### config.mk
export PLATFORM = sky130hd
export DESIGN_NAME = tccs_ctrl
export DESIGN_NICKNAME = d
export VERILOG_FILES = /design/src/rtl/tccs_pkg.sv /design/src/rtl/tccs_ctrl.sv
export SDC_FILE = /design/constraint.sdc
export NUM_CORES = 1
export LEC_CHECK = 0
export BUFFER_PORTS_ARGS = -buffer_cell sky130_fd_sc_hd__buf_2
export CAP_MARGIN = 30
export CORE_AREA = 2 2 39 41
export DETAILED_ROUTE_END_ITERATION = 10
export DIE_AREA = 0 0 41 43
export HOLD_SLACK_MARGIN = 0.12
export PLACE_DENSITY = 0.43
export SYNTH_ARGS = -nofsm -noshare
export SYNTH_HDL_FRONTEND = slang
export SYNTH_SLANG_ARGS = --single-unit
### constraint.sdc
create_clock -name i_clk -period 1.2 [get_ports i_clk]
set_input_delay 0.24 -clock i_clk [delete_from_list [all_inputs] [get_ports i_clk]]
set_output_delay 0.24 -clock i_clk [all_outputs]
set_load 0.1 [all_outputs]
### src/rtl/tccs_pkg.sv
`timescale 1ns / 1ps

package tccs_pkg;

    localparam int COLUMNS = 80;
    localparam int ROWS    = 25;
    localparam int CELLS   = COLUMNS * ROWS;
    localparam int ADDR_W  = $clog2(CELLS);

    localparam int CMD_W  = 3;
    localparam int CHAR_W = 8;
    localparam int ROW_W  = 5;
    localparam int COL_W  = 7;
    localparam int POS_W  = 11;
    localparam int ATTR_W = 8;
    localparam int CELL_W = ATTR_W + CHAR_W;

    typedef logic [CMD_W-1:0]  t_cmd;
    typedef logic [CHAR_W-1:0] t_char;
    typedef logic [ROW_W-1:0]  t_row;
    typedef logic [COL_W-1:0]  t_col;
    typedef logic [POS_W-1:0]  t_pos;
    typedef logic [ATTR_W-1:0] t_attr;
    typedef logic [CELL_W-1:0] t_cell;
    typedef logic [ADDR_W-1:0] t_addr;

    localparam t_cmd CMD_PUT   = t_cmd'(0);
    localparam t_cmd CMD_BACK  = t_cmd'(1);
    localparam t_cmd CMD_CLEAR = t_cmd'(2);
    localparam t_cmd CMD_SET   = t_cmd'(3);
    localparam t_cmd CMD_READ  = t_cmd'(4);

    localparam t_char NEWLINE_CODE = t_char'(8'h0A);
    localparam t_char SPACE_CODE   = t_char'(8'h20);
    localparam t_attr ATTR_RESET   = t_attr'(8'h0F);
    localparam t_attr ATTR_NONE    = t_attr'(8'h00);
    localparam t_cell CELL_RESET   = {ATTR_RESET, SPACE_CODE};
    localparam t_cell CELL_ERASED  = {ATTR_NONE, SPACE_CODE};

    typedef enum logic [2:0] {
        ST_INIT,
        ST_IDLE,
        ST_EXEC,
        ST_SCROLL,
        ST_BLANK,
        ST_FILL,
        ST_FINISH
    } t_state;

    typedef enum logic [2:0] {
        DP_NOP,
        DP_LATCH,
        DP_EXEC,
        DP_SCROLL,
        DP_BLANK,
        DP_FILL,
        DP_INIT,
        DP_FINISH
    } t_dp_op;

    typedef struct packed {
        t_dp_op op;
    } t_ctl;

    typedef struct packed {
        t_cmd cmd;
        logic need_scroll;
        logic scroll_end;
        logic fill_end;
        logic out_busy;
    } t_sts;

endpackage

### src/rtl/tccs_ctrl.sv
`timescale 1ns / 1ps

module tccs_ctrl (
    input  logic           i_clk,
    input  logic           i_rst_n,
    input  logic           i_valid,
    output logic           o_stall,
    input  tccs_pkg::t_sts i_sts,
    output tccs_pkg::t_ctl o_ctl
);

    tccs_pkg::t_state r_state;
    tccs_pkg::t_state n_state;
    logic             can_take;
    logic             accept;

    assign can_take = (r_state == tccs_pkg::ST_IDLE) && !i_sts.out_busy;
    assign accept   = can_take && i_valid;
    assign o_stall  = !can_take;

    always_ff @(posedge i_clk) begin
        if (!i_rst_n) begin
            r_state <= tccs_pkg::ST_INIT;
        end else begin
            r_state <= n_state;
        end
    end

    always_comb begin
        n_state = r_state;
        case (r_state)
            tccs_pkg::ST_INIT: begin
                if (i_sts.fill_end) n_state = tccs_pkg::ST_IDLE;
            end
            tccs_pkg::ST_IDLE: begin
                if (accept) n_state = tccs_pkg::ST_EXEC;
            end
            tccs_pkg::ST_EXEC: begin
                if (i_sts.cmd == tccs_pkg::CMD_CLEAR) begin
                    n_state = tccs_pkg::ST_FILL;
                end else if (i_sts.need_scroll) begin
                    n_state = tccs_pkg::ST_SCROLL;
                end else begin
                    n_state = tccs_pkg::ST_FINISH;
                end
            end
            tccs_pkg::ST_SCROLL: begin
                if (i_sts.scroll_end) n_state = tccs_pkg::ST_BLANK;
            end
            tccs_pkg::ST_BLANK: begin
                if (i_sts.fill_end) n_state = tccs_pkg::ST_FINISH;
            end
            tccs_pkg::ST_FILL: begin
                if (i_sts.fill_end) n_state = tccs_pkg::ST_FINISH;
            end
            tccs_pkg::ST_FINISH: begin
                n_state = tccs_pkg::ST_IDLE;
            end
            default: begin
                n_state = tccs_pkg::ST_INIT;
            end
        endcase
    end

    always_comb begin
        o_ctl.op = tccs_pkg::DP_NOP;
        case (r_state)
            tccs_pkg::ST_INIT:   o_ctl.op = tccs_pkg::DP_INIT;
            tccs_pkg::ST_IDLE:   o_ctl.op = accept ? tccs_pkg::DP_LATCH : tccs_pkg::DP_NOP;
            tccs_pkg::ST_EXEC:   o_ctl.op = tccs_pkg::DP_EXEC;
            tccs_pkg::ST_SCROLL: o_ctl.op = tccs_pkg::DP_SCROLL;
            tccs_pkg::ST_BLANK:  o_ctl.op = tccs_pkg::DP_BLANK;
            tccs_pkg::ST_FILL:   o_ctl.op = tccs_pkg::DP_FILL;
            tccs_pkg::ST_FINISH: o_ctl.op = tccs_pkg::DP_FINISH;
            default:             o_ctl.op = tccs_pkg::DP_NOP;
        endcase
    end

endmodule

==> impl_metrics.json <==
{
  "core-area_um2": 1380,
  "crit_arrival_ns": 1.19,
  "clk_pin_slew_worst_paths_ns": 0.04,
  "place_inst": 69,
  "clock-root-buffer": "clkbuf_4",
  "seq_area_frac_synth_pct": 22.0,
  "io_pins": 14,
  "start_util_pct": 19.7,
  "largest_reg_flops": 3,
  "via_count": 360,
  "wl_per_cell_um": 10.7,
  "clock_sinks": 3,
  "rrSetupSlack_ns": -0.07,
  "port_buffers": 13,
  "worst_ep_required_time_ns": 0.96,
  "fin_area_um2": 616,
  "finish.utilization_pct": 44.5,
  "critical_path_class": "reg2out",
  "syn2layout_area_growth_pct": 126,
  "antenna_left": 0,
  "fmax_mhz": 699,
  "ys_ff_latch": 3,
  "power_density_nw_per_um2": 3220,
  "worstPathMaxFanout": 6,
  "num-nets-final": 74,
  "violations": "negative setup slack",
  "die_w_um": 41,
  "drive_above_1_share_pct": 68.3,
  "slew_violations": 0,
  "drt_first_pass_iters": 4,
  "synthArstFlopShare_pct": 0,
  "synth_common_cells": "nand2_1, inv_1, dfxtp_1, nor2_1, o211ai_1",
  "status": "finished, violations left",
  "yosysMostFrequentCell": "nand2_1",
  "dp_hpwl_um": 566,
  "synth_ff_type": "dfxtp_1",
  "tightest_slew_ns": 0.379,
  "p_leak_nw": 0.265,
  "setup_viol": 7,
  "die-area_um2": 1760,
  "place_ws_ns": -0.0675,
  "top_regs": "r_state: 3 flops",
  "finalCriticalPeriod_ns": 1.43,
  "endpoint_kind": "output port",
  "fin_cells": 79,
  "synth_largest_area_cell": "dfxtp_1",
  "regMostFlops": "r_state",
  "grt.total_usage_pct": 12.2,
  "synth.avg_cell_area_um2": 7.58,
  "grt_pass1_vias": 366,
  "min_path_type": "in2reg",
  "slew_headroom_pct": 74.7,
  "drc": 0,
  "fin_ws_ns": -0.231,
  "antenna_found_initial": 0,
  "start_kind": "register",
  "cts_buffer_depth": 2,
  "core.rowCount": 14,
  "clkLatencyLatePin_ns": 0.24,
  "synth_cells": 36,
  "place_area_um2": 484,
  "synth_edf_count": 0,
  "synthDistinctLibCells": 24,
  "grt_pass1_wl_um": 1440,
  "place.gp.congestion": 0.744,
  "numCtsBuffers": 3,
  "grt_max_degree": 8,
  "yosysWarnings": 0,
  "multi_input_area_um2": 254,
  "wl_um": 847,
  "diodes": 0,
  "fin_hold_ws_ns": 0.293,
  "fin_total_pwr_mw": 1.98,
  "rsz0062_at_grt": "true",
  "synth_nets": 46,
  "syn_area_um2": 273,
  "synth_top_area_share_pct": 22.0,
  "hold_viol": 0,
  "nFillCells": 132,
  "synth_area_leaders": "dfxtp_1, nand2_1, o311ai_2",
  "drt_iter0_markers": 1,
  "htree_num_levels": 1,
  "cts_tree": "yes",
  "grt_remaining_overflow": 0,
  "ir_drop_uv": 1130,
  "avgViaCountPerCell": 4.56,
  "cap_violations": 0,
  "regArea_um2": 71.3,
  "die_h_um": 43,
  "setup_tns_ns": -0.849,
  "fin_worst_skew_ns": 0.00756,
  "post-route-period-util_pct": 119
}
-- logic make-up after synthesis --
logic type      after synthesis  share of synthesized area [%]
buf+inv                       6                           10.1
simple gates                 15                           31.2
fa+ha+maj                     1                           3.67
compound gates               10                           29.4
flops                         3                           22.0
mux                           1                           3.67
-- worst paths after layout --
check                            end               startpoint  cells past startpoint
max                         o_ctl[1]  r_state[1]$_SDFFE_PN0P_                      3
min reg2reg  r_state[0]$_SDFFE_PN0P_  r_state[0]$_SDFFE_PN0P_                      3
min          r_state[0]$_SDFFE_PN0P_                  i_rst_n                      3
max reg2reg  r_state[1]$_SDFFE_PN0P_  r_state[2]$_SDFFE_PN0P_                      6
-- what timing repair did --
| action | 4_1_cts | 5_1_grt |
|---|---|---|
| pin swaps | 4 | 5 |
| setup endpoints to repair | 6 | 7 |
| buffers inserted | 6 | 0 |
| hold buffers | 0 | 0 |
| resized for setup | 12 | 3 |
-- routing by layer --
metal	track usage (%)	vias to the layer above	routed length, µm
met1	12.9	164	313
met4	6.00	0	13
met2	21.9	12	485
met3	1.57	2	35
met5	0	-	0
li1	-	182	-
-- where the power goes --
part	total, mW	internal [mW]	switching [mW]
Combinational	1.58	0.717	0.859
Clock	0.179	0.125	0.0547
Sequential	0.225	0.162	0.0630
Total	1.98	1.00	0.977
-- area by class of cell --
| class | instances | area share, % |
|---|---|---|
| timing repair buffer | 25 | 36.8 |
| multi-input combinational | 27 | 41.3 |
| tap | 16 | 3.25 |
| inverter | 4 | 2.85 |
| clock buffer | 4 | 4.27 |
| sequential | 3 | 11.6 |
-- cell usage in the layout (no fill, tap or decap), drive strengths merged --
master   n
a211o    1
a21boi   1
a21oi    1
a31oi    1
buf     25
clkbuf   4
dfxtp    3
inv      4
maj3     1
mux2i    1
nand2    5
nand2b   1
nand4    1
nor2     3
nor2b    2
nor3b    1
o211ai   2
o21ai    1
o311ai   2
o31ai    1
or3      1
or3b     1
-- worst max-delay path: stages, from the launching register on --
cell and delay [ns]:
dfxtp_4 0.35, buf_6 0.11, maj3_4 0.32, buf_12 0.17
(Power assumes the default switching activity.)
